$ cat config.mk
export PLATFORM = sky130hd
export DESIGN_NAME = modular_exponentiation
export DESIGN_NICKNAME = d
export VERILOG_FILES = /design/src/mexp_pkg.sv /design/src/mexp_mulmod.sv /design/src/modular_exponentiation.sv
export SDC_FILE = /design/constraint.sdc
export NUM_CORES = 1
export LEC_CHECK = 0
export ABC_AREA = 1
export BUFFER_PORTS_ARGS = -buffer_cell sky130_fd_sc_hd__buf_2
export CAP_MARGIN = 20
export CELL_PAD_IN_SITES_DETAIL_PLACEMENT = 0
export CELL_PAD_IN_SITES_GLOBAL_PLACEMENT = 1
export CORE_ASPECT_RATIO = 1.5
export CORE_MARGIN = 10
export CORE_UTILIZATION = 25
export CTS_CLUSTER_DIAMETER = 30
export DETAILED_ROUTE_END_ITERATION = 7
export GPL_TIMING_DRIVEN = 0
export PLACE_DENSITY = 0.6
export SLEW_MARGIN = 20
export SYNTH_ARGS = -nofsm -noshare
export SYNTH_HDL_FRONTEND = slang
export SYNTH_SLANG_ARGS = --single-unit
$ cat constraint.sdc
create_clock -name clock -period 5.7 [get_ports clock]
set_clock_uncertainty 0.1 [all_clocks]
set_input_delay 0.57 -clock clock [delete_from_list [all_inputs] [get_ports clock]]
set_output_delay 0.57 -clock clock [all_outputs]
set_load 0.005 [all_outputs]
$ cat src/mexp_pkg.sv
// Package with shared constants, types and the control enum for modular exponentiation.
`timescale 1ns / 1ps
package mexp_pkg;
   localparam int MOD_W = 32;
   localparam int BASE_W = 64;
   localparam int EXP_W = 64;
   localparam int BCNT_W = $clog2(BASE_W + 1);
   localparam int MCNT_W = $clog2(MOD_W + 1);
   localparam int ECNT_W = $clog2(EXP_W + 1);

   typedef enum logic [2:0] {
      ST_IDLE, ST_REDUCE, ST_FIX, ST_MUL_R, ST_MUL_B, ST_NEXT, ST_DONE
   } state_type;

   typedef struct packed {
      logic start;
      logic done;
   } mul_ctl_type;
endpackage

$ cat src/mexp_mulmod.sv
// Bit-serial modular multiplier: one multiplier bit per cycle, shift-add with conditional subtract.
`timescale 1ns / 1ps
module mexp_mulmod import mexp_pkg::*; (
   input  logic             clock,
   input  logic             reset,
   input  logic             start,
   input  logic [MOD_W-1:0] a_in,
   input  logic [MOD_W-1:0] b_in,
   input  logic [MOD_W-1:0] m_in,
   output mul_ctl_type      ctl,
   output logic [MOD_W-1:0] product
);
   logic [MOD_W-1:0] a_ff, a_in_nx, b_ff, b_in_nx, acc_ff, acc_in;
   logic             busy_ff, busy_in, done_ff, done_in;
   logic [MOD_W:0]   acc_sum, a_dbl;

   always_comb begin
      acc_sum = {1'b0, acc_ff} + {1'b0, a_ff};
      a_dbl   = {a_ff, 1'b0};
      a_in_nx = a_ff;
      b_in_nx = b_ff;
      acc_in  = acc_ff;
      busy_in = busy_ff;
      done_in = 1'b0;
      if (start) begin
         a_in_nx = a_in;
         b_in_nx = b_in;
         acc_in  = '0;
         busy_in = 1'b1;
      end else if (busy_ff) begin
         if (b_ff == '0) begin
            busy_in = 1'b0;
            done_in = 1'b1;
         end else begin
            if (b_ff[0]) begin
               acc_in = (acc_sum >= {1'b0, m_in}) ? MOD_W'(acc_sum - {1'b0, m_in})
                                                   : acc_sum[MOD_W-1:0];
            end
            a_in_nx = (a_dbl >= {1'b0, m_in}) ? MOD_W'(a_dbl - {1'b0, m_in})
                                               : a_dbl[MOD_W-1:0];
            b_in_nx = b_ff >> 1;
         end
      end
   end

   always_ff @(posedge clock) begin
      a_ff   <= a_in_nx;
      b_ff   <= b_in_nx;
      acc_ff <= acc_in;
      if (reset) begin
         busy_ff <= 1'b0;
         done_ff <= 1'b0;
      end else begin
         busy_ff <= busy_in;
         done_ff <= done_in;
      end
   end

   assign ctl.start = start;
   assign ctl.done  = done_ff;
   assign product   = acc_ff;
endmodule

$ cat src/modular_exponentiation.sv
// Top level: right-to-left square-and-multiply modular exponentiation engine.
// The base is reduced first, then each exponent bit takes up to two bit-serial
// multiplications: a multiply into the result when the bit is set, and a squaring.
// A zero modulus or a non-positive exponent goes straight to the done state.
// One item at a time: the next request is taken once the residue is transferred.
// Reset (synchronous, active high) returns the controller to idle with no result pending.
`timescale 1ns / 1ps
module modular_exponentiation import mexp_pkg::*; (
   input  logic                     clock,
   input  logic                     reset,
   input  logic                     req_valid,
   output logic                     req_ready,
   input  logic signed [BASE_W-1:0] req_base_value,
   input  logic signed [EXP_W-1:0]  req_exponent,
   input  logic [MOD_W-1:0]         req_modulus,
   output logic                     rsp_valid,
   input  logic                     rsp_ready,
   output logic [MOD_W-1:0]         rsp_residue
);
   state_type state_ff, state_in;

   // Operand registers. The base magnitude is reduced by restoring division, one
   // dividend bit per cycle, shifting out of mag_ff into the partial remainder.
   logic [BASE_W-1:0] mag_ff, mag_in;
   logic              neg_ff, neg_in;
   logic [EXP_W-1:0]  exp_ff, exp_in;
   logic [MOD_W-1:0]  m_ff, m_in;
   logic [MOD_W-1:0]  b_ff, b_in;
   logic [MOD_W-1:0]  res_ff, res_in;
   logic [BCNT_W-1:0] cnt_ff, cnt_in;
   logic              vld_ff, vld_in;
   logic [MOD_W:0]    rem_sh;

   // A single shared multiplier serves both the result and the square updates.
   logic              mul_start;
   logic [MOD_W-1:0]  mul_a, mul_b, mul_p;
   mul_ctl_type       mul_ctl;

   mexp_mulmod u_mul (
      .clock(clock), .reset(reset), .start(mul_start),
      .a_in(mul_a), .b_in(mul_b), .m_in(m_ff), .ctl(mul_ctl), .product(mul_p)
   );

   assign req_ready   = (state_ff == ST_IDLE) && !vld_ff;
   assign rsp_valid   = vld_ff;
   assign rsp_residue = res_ff;
   assign rem_sh      = {b_ff, mag_ff[BASE_W-1]};

   // Next state.
   always_comb begin
      state_in = state_ff;
      unique case (state_ff)
         ST_IDLE:   if (req_valid && req_ready) begin
            if (req_modulus == '0 || req_exponent[EXP_W-1] || req_exponent == '0) begin
               state_in = ST_DONE;
            end else begin
               state_in = ST_REDUCE;
            end
         end
         ST_REDUCE: if (cnt_ff == BCNT_W'(BASE_W - 1)) state_in = ST_FIX;
         ST_FIX:    state_in = exp_ff[0] ? ST_MUL_R : ST_MUL_B;
         ST_MUL_R:  if (mul_ctl.done) state_in = ST_MUL_B;
         ST_MUL_B:  if (mul_ctl.done) state_in = ST_NEXT;
         ST_NEXT:   begin
            if (exp_ff == '0) state_in = ST_DONE;
            else if (exp_ff[0]) state_in = ST_MUL_R;
            else state_in = ST_MUL_B;
         end
         ST_DONE:   state_in = ST_IDLE;
         default:   state_in = ST_IDLE;
      endcase
   end

   // Datapath and outputs.
   always_comb begin
      mag_in    = mag_ff;
      neg_in    = neg_ff;
      exp_in    = exp_ff;
      m_in      = m_ff;
      b_in      = b_ff;
      res_in    = res_ff;
      cnt_in    = cnt_ff;
      vld_in    = vld_ff;
      mul_start = 1'b0;
      mul_a     = res_ff;
      mul_b     = b_ff;
      if (vld_ff && rsp_ready) vld_in = 1'b0;
      unique case (state_ff)
         ST_IDLE: if (req_valid && req_ready) begin
            neg_in = req_base_value[BASE_W-1];
            mag_in = req_base_value[BASE_W-1] ? BASE_W'(-req_base_value)
                                              : req_base_value;
            exp_in = req_exponent;
            m_in   = req_modulus;
            b_in   = '0;
            cnt_in = '0;
            // Zero modulus gives 0; otherwise a non-positive exponent gives 1.
            res_in = (req_modulus == '0) ? '0 : MOD_W'(1);
         end
         ST_REDUCE: begin
            b_in   = (rem_sh >= {1'b0, m_ff}) ? MOD_W'(rem_sh - {1'b0, m_ff})
                                              : rem_sh[MOD_W-1:0];
            mag_in = mag_ff << 1;
            cnt_in = cnt_ff + 1'b1;
         end
         ST_FIX: begin
            if (neg_ff && b_ff != '0) b_in = m_ff - b_ff;
            // The running result starts at 1 mod m.
            res_in = (m_ff == MOD_W'(1)) ? '0 : MOD_W'(1);
            mul_start = 1'b1;
            mul_a = (m_ff == MOD_W'(1)) ? '0 : MOD_W'(1);
            mul_b = (neg_ff && b_ff != '0) ? m_ff - b_ff : b_ff;
            if (!exp_ff[0]) mul_a = mul_b;
         end
         ST_MUL_R: if (mul_ctl.done) begin
            res_in    = mul_p;
            mul_start = 1'b1;
            mul_a     = b_ff;
            mul_b     = b_ff;
         end
         ST_MUL_B: if (mul_ctl.done) begin
            b_in   = mul_p;
            exp_in = exp_ff >> 1;
         end
         ST_NEXT: if (exp_ff != '0) begin
            mul_start = 1'b1;
            if (exp_ff[0]) begin
               mul_a = res_ff;
               mul_b = b_ff;
            end else begin
               mul_a = b_ff;
               mul_b = b_ff;
            end
         end
         ST_DONE: vld_in = 1'b1;
         default: ;
      endcase
   end

   always_ff @(posedge clock) begin
      mag_ff <= mag_in;
      neg_ff <= neg_in;
      exp_ff <= exp_in;
      m_ff   <= m_in;
      b_ff   <= b_in;
      res_ff <= res_in;
      cnt_ff <= cnt_in;
      if (reset) begin
         state_ff <= ST_IDLE;
         vld_ff   <= 1'b0;
      end else begin
         state_ff <= state_in;
         vld_ff   <= vld_in;
      end
   end

   // A request is never taken while a result waits for its transfer.
   a_no_overlap: assert property (@(posedge clock) disable iff (reset)
      rsp_valid |-> !req_ready) else $error("request accepted with result pending");

   // The multiplier is only started while the controller is in a multiply phase.
   a_mul_phase: assert property (@(posedge clock) disable iff (reset)
      mul_start |-> (state_ff == ST_FIX || state_ff == ST_MUL_R || state_ff == ST_NEXT))
      else $error("multiplier started outside a multiply phase");

   // A result is valid in the cycle after the done state.
   a_done: assert property (@(posedge clock) disable iff (reset)
      (state_ff == ST_DONE) |=> rsp_valid) else $error("done without result");
endmodule
==> Word level (Yosys, flattened, before mapping) <==
Index checks and enable logic that the tools add are counted.
{ "word_totals": {"output_inout_bits": 34, "word_cells": 116, "register_bits": 334, "in_bits": 164} }
{ "op_classes": {"add_sub_neg": 7, "magnitude_cmp": 3, "muxes": 48, "eq_ne": 13, "bitwise_logic": 2, "reduce_logical": 29} }
{ "op_table": {"columns": ["op", "n"], "rows": [
  ["$mux W32", 18],
  ["$mux W64", 4],
  ["$pmux W64 S2", 2],
  ["$pmux W32 S3", 2],
  ["$logic_not A64 Y1", 2],
  ["$pmux W32 S4", 1],
  ["$sub A32 B32 Y32", 4],
  ["$ge A33 B32 Y1", 3],
  ["$logic_not A32 Y1", 2],
  ["$neg A64 Y64", 1],
  ["$reduce_bool A64 Y1", 1],
  ["$add A32 B32 Y33", 1],
  ["$eq A32 B1 Y1 const B", 1],
  ["$reduce_bool A32 Y1", 1],
  ["$mux W3", 7],
  ["$pmux W3 S6", 1],
  ["$pmux W7 S2", 1],
  ["$reduce_and A3 Y1", 4],
  ["$mux W1", 10],
  ["$eq A3 B3 Y1 const B", 3],
  ["$reduce_bool A2 Y1", 4],
  ["$add A7 B1 Y7 const B", 1],
  ["$eq A7 B6 Y1 const B", 1],
  ["$mux W7", 1],
  ["15 further kinds", 26]
]} }

==> Longest topological paths before layout <==
Gate-level depths: netlist of the first run.
{ "logic_depth": {"ltp_word": 6, "ltp_mapped": 28} }

==> By module <==
Synthesis of the first run repeated with hierarchy kept, for this count alone.
{ "unflattened": {"cells_unflattened": 5152, "area_unflattened_um2": 32228.4} }
{ "modules_own_cells": {"columns": ["mod", "cells_per_inst", "area_per_inst_um2", "seq_area_each_um2", "n_inst"], "rows": [
  ["modular_exponentiation", 3111, 20297.0, 7046.8, 1],
  ["mexp_mulmod", 2041, 11931.4, 2602.5, 1]
]} }

==> Worst setup path after synthesis of the first run <==
No wires, ideal clock.
{ "synth_path": {"path_type": "register to register", "start": "register u_mul.b_ff[3]", "end": "register u_mul.a_ff[0], enable pin", "t_arrival_ns": 5.074, "slack_ns": -0.051, "path_stages_with_launch": 5, "setup_ns": 0.577, "t_required_ns": 5.023, "cell_sequence": "edfxtp_1 -> nor4_1 -> nand4_1 -> nor2_1 -> o21ai_0"} }
{ "synth_between": {"elab_chain_cells": 3} }
{ "synth_lines": {"columns": ["item", "line_no", "rtl"], "rows": [
  ["from (decl)", "mexp_mulmod.sv:13", "logic [MOD_W-1:0] a_ff, a_in_nx, b_ff, b_in_nx, acc_ff, acc_in;"],
  ["from (signal assigned)", "mexp_mulmod.sv:48", "b_ff <= b_in_nx;"],
  ["$logic_not A32 Y1", "mexp_mulmod.sv:31", "if (b_ff == '0) begin"],
  ["$ne A2 B2 Y1 (no line)", null, null],
  ["$reduce_and A2 Y1 (no line)", null, null],
  ["to (signal assigned)", "mexp_mulmod.sv:47", "a_ff <= a_in_nx;"],
  ["to (decl)", "mexp_mulmod.sv:13", null]
]} }
Every way passes these cells.
A chain may end at the register's enable or synchronous reset.

==> Final worst setup path of the first run <==
{ "layout_path": {"start": "register u_mul.acc_ff[12], in the netlist u_mul.product[12]", "end": "register u_mul.acc_ff[27], in the netlist u_mul.product[27]"} }
{ "layout_between": {"elab_chain_cells": 3} }
{ "layout_lines": {"columns": ["item", "line_no", "rtl"], "rows": [
  ["from (decl)", "mexp_mulmod.sv:13", null],
  ["from (signal assigned)", "mexp_mulmod.sv:49", "acc_ff <= acc_in;"],
  ["$add A32 B32 Y33 (*)", "mexp_mulmod.sv:18", "acc_sum = {1'b0, acc_ff} + {1'b0, a_ff};"],
  ["$sub A32 B32 Y32 / $ge A33 B32 Y1 (equally long branches)", "mexp_mulmod.sv:36", "acc_in = (acc_sum >= {1'b0, m_in}) ? MOD_W'(acc_sum - {1'b0, m_in})"],
  ["$mux W32 (*)", "mexp_mulmod.sv:36", null]
]} }
Mark *: on every way between the ends. The rest lies on a longest branch, timed or not.

==> qor.csv, run 1 <==
metric;value;unit
Leak;17.8;nW
width of the die;309;microns
first-pass GRT wire length;227000;microns
top post-synthesis cells by area;edfxtp_1, nand2_1, inv_1, ha_1, nand3_1;
Hold Crit Start;rsp_ready;
switching share of power;53.6;%
Reg-to-Reg Start;u_mul.product[12];
1st-pass router iterations;5;
Comb pwr share;62.6;%
area grow syn2layout;21.2;%
Buffers & Inverters on Critical Path;3;
hold crit path type;in -> reg;
largest net degree at the start of global routing;38;
CP top delay family;simple AND/OR/NAND/NOR gates;
post-layout min period;4.97;ns
DRT iter0 DRCs;2394;
clk_lat worst skew;0.70;ns
worst r2r dst;u_mul.product[27];
H-tree levels;3;
Die Ht;453;microns
met2 routed WL;76800;microns
WL/cell;23.5;microns
PwrDens;766;nW/um^2
Via Count;33300;
delay of the slowest critical-path stage;0.67;ns
CTS buffer count;85;
Sink Count;334;
Hold Path Cell Cnt;4;
asr flop ratio synth;0;%
Critical Path RT;6.13;ns
Crit. End Element;flop;
DRC Markers;0;
CP arrival;5.40;ns
Mapped Cells;4834;
Seq pwr share;19.6;%
post-synthesis cell type count;54;
Post-Route WL;161000;microns
remaining global-route overflow;0;
# diodes;0;
nets;5495;
critical path class;reg -> reg;
Reg clk slew, reported paths;0.04;ns
Slew Viols, Final;0;
Startpoint Class;flop;
DR WL met3;8310;microns
NetSw;15.5;mW
post-synth top area cell;edfxtp_1;
top cell type's share of synthesized area;28.5;%
Top Layer Used;met4;
register area share after synthesis;30.9;%
cells on worst reg2reg path;23;
Detail Placement HPWL;134000;microns
Least-Margin Pin Slew;1.19;ns
core area;124000;sq um
Tot Pwr;29.0;mW
layout cells sized above 1;10.4;%
VDD IR max;452;uV
antenna viol nets, final;0;
Period Utilization, post-route;87.3;%
Root Driver;clkbuf_16;
Critical Path Most Common Cell;nand2_1;
Slew Limit Headroom;18.7;%
CTS tree;yes;
Int Power;13.5;mW
Synthesized Nets;5164;
vias in the first global route;33500;
PortBufs;197;
Max Cap Violations;0;
#FFs+latches synth;334;
Setup-failing EPs final;0;
Overall Global Routing Usage;22.5;%
RSZ-0062 raised after global routing;false;
EDFF count, synth;296;
Worst Hold Path EP;rsp_valid;
Met1 Routed Length;61100;microns
fmax;201;MHz
deepest clock path buffer count;3;
CP cell instances;ha_1 > nand2_1 > nor2_1 > inv_1 > nor3_1 > nand4_1 > nand3_1 > nand2_1 > nand2_1 > inv_1 > ha_1 > nand2_1 > nor2_1 > nand2_1 > nor3_1 > nand2_1 > nand3_1 > nand2_2 > nand2_4 > buf_6 > nand2_2 > nand3_2 > a21oi_2;
die area;140000;sq um
Initial Util;25.2;%
Fillers;13800;
cell area after synthesis;31200;sq um
prevailing post-synth register cell;edfxtp_1;
WHS;0.0469;ns
maximum fanout along the worst path;10;
Ys Warns;0;
Mapped Avg Cell Area;6.46;sq um
Clock Power Share;17.9;%
outcome;finished, final reports clean;
Ports;198;
post-cts repair resize count;0;
Routability Congestion;1.01;
Worst path slowest cell;dfxtp_1;
post-route setup TNS;0;ns
Vias/cell;4.87;
Rows;158;
initial antenna violation count;1;
reg2reg setup slack;0.73;ns
Final Hold Vio Count;0;
==> what timing repair did <==
action | 4_1_cts | 5_1_grt
hold endpoints to repair | 33 | 0
setup endpoints to repair | 0 | 0
buffers inserted | 0 | 0
hold buffers | 33 | 0
==> worst max-delay path by stage <==
| stage | from | end | slack, ns | cells after the start |
|---|---|---|---|---|
| 6_report | u_mul.product[12] | u_mul.product[27] | 0.73 | 23 |
| 5_1_grt | u_mul.product[12] | u_mul.product[1] | 0.44 | 23 |
| 4_1_cts | u_mul.product[12] | u_mul.product[27] | 0.74 | 23 |
| 3_5_place_dp | u_mul.product[12] | u_mul.product[1] | 0.76 | 23 |
| 3_3_place_gp | state_ff[0] | rsp_residue[6] | -2.85 | 9 |
| 2_1_floorplan | state_ff[1] | rsp_residue[0] | 0.57 | 9 |
==> power groups by stage <==
stage	sequential (mW)	combinational [mW]	clock [mW]
6_report	5.68	18.1	5.19
5_1_grt	5.73	20.2	5.38
4_1_cts	5.64	18.1	5.27
3_5_place_dp	5.67	18.0	0
3_3_place_gp	5.81	17.7	0
2_1_floorplan	4.94	12.2	0
==> logic make-up after synthesis <==
group	count (synthesis)	synth area share, %
xor+xnor	116	3.25
simple gates	2732	37.1
buf+inv	895	11.3
flops	334	30.9
fa+ha+maj	166	6.77
compound gates	591	10.7
==> state kept, by name, indices dropped and copies added, names as in the netlist, 32 cells and up <==
name / flops
u_mul.a_ff: 32
mag_ff: 64
u_mul.b_ff: 32
exp_ff: 64
m_ff: 32
rsp_residue: 32
b_ff: 32
u_mul.product: 32
==> synthesized netlist by cell type, types with 8 or more instances <==
cell / n
ha_1: 161
buf_6: 9
nand2_2: 36
xor2_1: 71
xnor2_1: 45
o21ai_0: 228
a22oi_1: 8
nand2_1: 1537
a21oi_2: 23
nand3_2: 22
nor3_1: 44
o211ai_1: 39
clkbuf_1: 58
buf_4: 13
nand3_1: 398
inv_1: 758
o31ai_1: 8
dfxtp_1: 38
nor2_2: 9
nand4_1: 95
o21a_1: 8
and2_1: 8
inv_2: 10
nand3b_1: 18
o21ai_1: 15
a31oi_1: 28
buf_2: 34
nor2_1: 509
o21bai_1: 19
or2_2: 14
a21o_1: 9
a21oi_1: 191
edfxtp_1: 296
nor4_1: 18
==> per-stage QoR <==
| step | instance area [sq um] | cells | util, % | setup WS (ns) |
|---|---|---|---|---|
| final | 37900 | 6835 | 30.5 | 0.726 |
| after global routing | 37900 | 6835 | 30.5 | 0.439 |
| after CTS | 37900 | 6835 | 30.5 | 0.741 |
| after detailed placement | 34500 | 6645 | 27.8 | 0.761 |
| after global placement | 34200 | 6631 | 27.6 | -2.85 |
| after floorplan | 31200 | 4834 | - | 0.569 |
==> per-layer routing <==
| layer | track usage, % | up-vias |
|---|---|---|
| li1 | - | 16300 |
| met1 | 24.7 | 15500 |
| met2 | 38.6 | 1155 |
| met3 | 3.08 | 355 |
| met4 | 17.9 | 0 |
| met5 | 0 | - |
==> area by class of cell <==
cell class	count	area (sq um)	area share, %
Clock buffer	91	2190	5.79
Tap cell	1600	2000	5.29
Timing Repair Buffer	244	1550	4.08
Buffer	121	613	1.62
Clock inverter	66	833	2.20
Inverter	774	2910	7.68
Sequential cell	334	9650	25.5
Multi-Input combinational cell	3605	18100	47.9
==> placed cells by master, fill, tap and decap left out, types with 33 or more instances in the layout <==
master and instances:
clkbuf_1 62, nand4_1 95, nand3_1 398, xor2_1 71, buf_2 233, nor3_1 44, clkbuf_16 87, o211ai_1 39
dlygate4sd3_1 33, xnor2_1 45, nand2_1 1536, inv_1 758, a21oi_1 191, dfxtp_1 38, o21ai_0 227, edfxtp_1 296
ha_1 161, nand2_2 36, nor2_1 508
==> worst reg2reg max path: cells and delay by family (launching register included) <==
family,cells,cell delay [ns]
AND/OR/NAND/NOR,17,2.94
adder cells (fa/ha/maj),2,0.68
flip-flops,1,0.67
buffers and inverters,3,0.37
AO/OA/AOI/OAI,1,0.05
Power figures use the tool's default switching activity.
==> run 2, diff against run 1 <==
- MAX_ROUTING_LAYER: not set -> met4
==> run 2 against run 1 <==
First-iteration DRC count up 0.25%. Routed wire length increased by 0.41%. Clock-buffer cell count up 15. Clock power decreased by 2%. Sequential share of layout area hardly changed. Combinational power hardly changed. Largest cell class unchanged.
==> qor.csv, run 2 (synthesized netlist as in run 1, its figures left out) <==
metric;value;unit
DRC Markers;0;
multi-input logic area;18100;sq um
switching share of power;53.6;%
maximum fanout along the worst path;10;
register area;9650;sq um
Hold Crit Start;req_base_value[63];
post-layout min period;4.95;ns
cts hold-fix bufs;33;
Worst Hold Path EP;neg_ff;
reg2reg setup slack;0.75;ns
Leak;17.8;nW
Final Hold Vio Count;0;
Startpoint Class;flop;
largest registers;exp_ff: 64 flops, mag_ff: 64 flops;
post-cts repair resize count;0;
Hold Path Cell Cnt;1;
Post-Route WL;161000;microns
critical path class;reg -> reg;
cells on worst reg2reg path;23;
RSZ-0062 raised after global routing;false;
deepest clock path buffer count;3;
layout cells sized above 1;10.3;%
Clock Power Share;17.5;%
first-pass GRT wire length;229000;microns
Placement Setup Slack;0.804;ns
CP arrival;5.43;ns
most frequent cells in the layout;nand2_1, inv_1, nor2_1, nand3_1, edfxtp_1;
Slew Viols, Final;0;
Detail Placement HPWL;135000;microns
dpl cell area;34500;sq um
Critical Path RT;6.17;ns
Crit. End Element;flop;
die area;140000;sq um
1st-pass router iterations;5;
width of the die;309;microns
Ports;198;
Seq pwr share;19.6;%
initial antenna violation count;5;
Max Cap Violations;0;
remaining global-route overflow;0;
clk_lat worst skew;0.72;ns
hold crit path type;in -> reg;
Sink Count;334;
VDD IR max;288;uV
Initial Util;25.2;%
Period Utilization, post-route;86.9;%
worst r2r dst;u_mul.product[1];
Post-CTS Setup Bufs;0;
Setup-failing EPs final;0;
H-tree levels;3;
largest net degree at the start of global routing;38;
CTS tree;yes;
WL/cell;23.6;microns
Overall Global Routing Usage;23.3;%
Via Count;33200;
CTS buffer count;88;
Rows;158;
antenna viol nets, final;0;
Fillers;13900;
Slew Limit Headroom;17.5;%
Reg-to-Reg Start;u_mul.product[12];
DRT iter0 DRCs;2400;
PwrDens;763;nW/um^2
area grow syn2layout;21.3;%
Reg clk slew, reported paths;0.05;ns
Critical Path Start;u_mul.product[12];
most common cell after layout, fill and taps aside;nand2_1;
NetSw;15.5;mW
Comb pwr share;62.8;%
outcome;finished, final reports clean;
post-route setup TNS;0;ns
worst setup margin;0.745;ns
Vias/cell;4.85;
design area;37900;sq um
Least-Margin Pin Slew;1.21;ns
PortBufs;197;
Root Driver;clkbuf_16;
core area;124000;sq um
fmax;202;MHz
Routability Congestion;1.02;
Int Power;13.4;mW
nets;5499;
Die Ht;453;microns
vias in the first global route;33900;
[run 2: how the worst max path moves through the flow]
stage	slack, ns	end
2_1_floorplan	0.57	rsp_residue[0]
3_3_place_gp	-2.73	rsp_residue[26]
3_5_place_dp	0.80	u_mul.product[1]
4_1_cts	0.80	u_mul.product[1]
5_1_grt	0.44	u_mul.product[1]
6_report	0.75	u_mul.product[1]
[run 2: metal layers]
| metal | vias to the layer above | track usage, % | wire length, microns |
|---|---|---|---|
| met2 | 1187 | 38.2 | 75000 |
| li1 | 16400 | - | - |
| met4 | 0 | 20.2 | 16700 |
| met3 | 422 | 3.53 | 8410 |
| met1 | 15200 | 24.4 | 61300 |
| met5 | - | - | 0 |
[run 2: power by group through the flow]
stage	clock network (mW)	registers (mW)	logic, mW
2_1_floorplan	0	4.94	12.2
3_3_place_gp	0	5.81	17.7
3_5_place_dp	0	5.66	18.1
4_1_cts	5.15	5.64	18.2
5_1_grt	5.28	5.71	20.4
6_report	5.07	5.67	18.2
[run 2: worst max-delay path, cell delays in order (launching register included)]
cell	delay, ns
dfxtp_1	0.73
ha_1	0.34
nand2_1	0.12
nor2_1	0.15
inv_1	0.09
nor3_1	0.50
nand4_1	0.31
nand3_1	0.16
nand2_1	0.06
nand2_1	0.15
inv_1	0.08
ha_1	0.35
nand2_1	0.15
nor2_1	0.23
nand2_1	0.12
nor3_1	0.15
nand2_1	0.15
nand3_1	0.14
nand2_2	0.17
nand2_4	0.15
buf_6	0.20
nand2_2	0.06
nand3_1	0.11
a21oi_2	0.06
[run 2: final cells by class]
type | instances | area share, %
diodes | 6 | 0.0396
plain buffers | 121 | 1.62
clock buffers | 106 | 6.21
clock inverters | 56 | 1.70
inverters | 774 | 7.67
multi-input cells | 3605 | 47.8
flip-flops and latches | 334 | 25.5
well taps | 1600 | 5.28
repair buffers | 245 | 4.19
[run 2: stage by stage]
| step | util (%) | power, mW | std cells | hold WS (ns) |
|---|---|---|---|---|
| CTS | 30.6 | 29.0 | 6841 | 0.0167 |
| finish | 30.6 | 28.9 | 6847 | 0.0348 |
| detailed placement | 27.9 | 23.7 | 6646 | 0.386 |
| floorplan | - | 17.2 | 4834 | 0.335 |
| global route | 30.6 | 31.3 | 6845 | 0.0305 |
| global placement | 27.6 | 23.5 | 6631 | 0.379 |
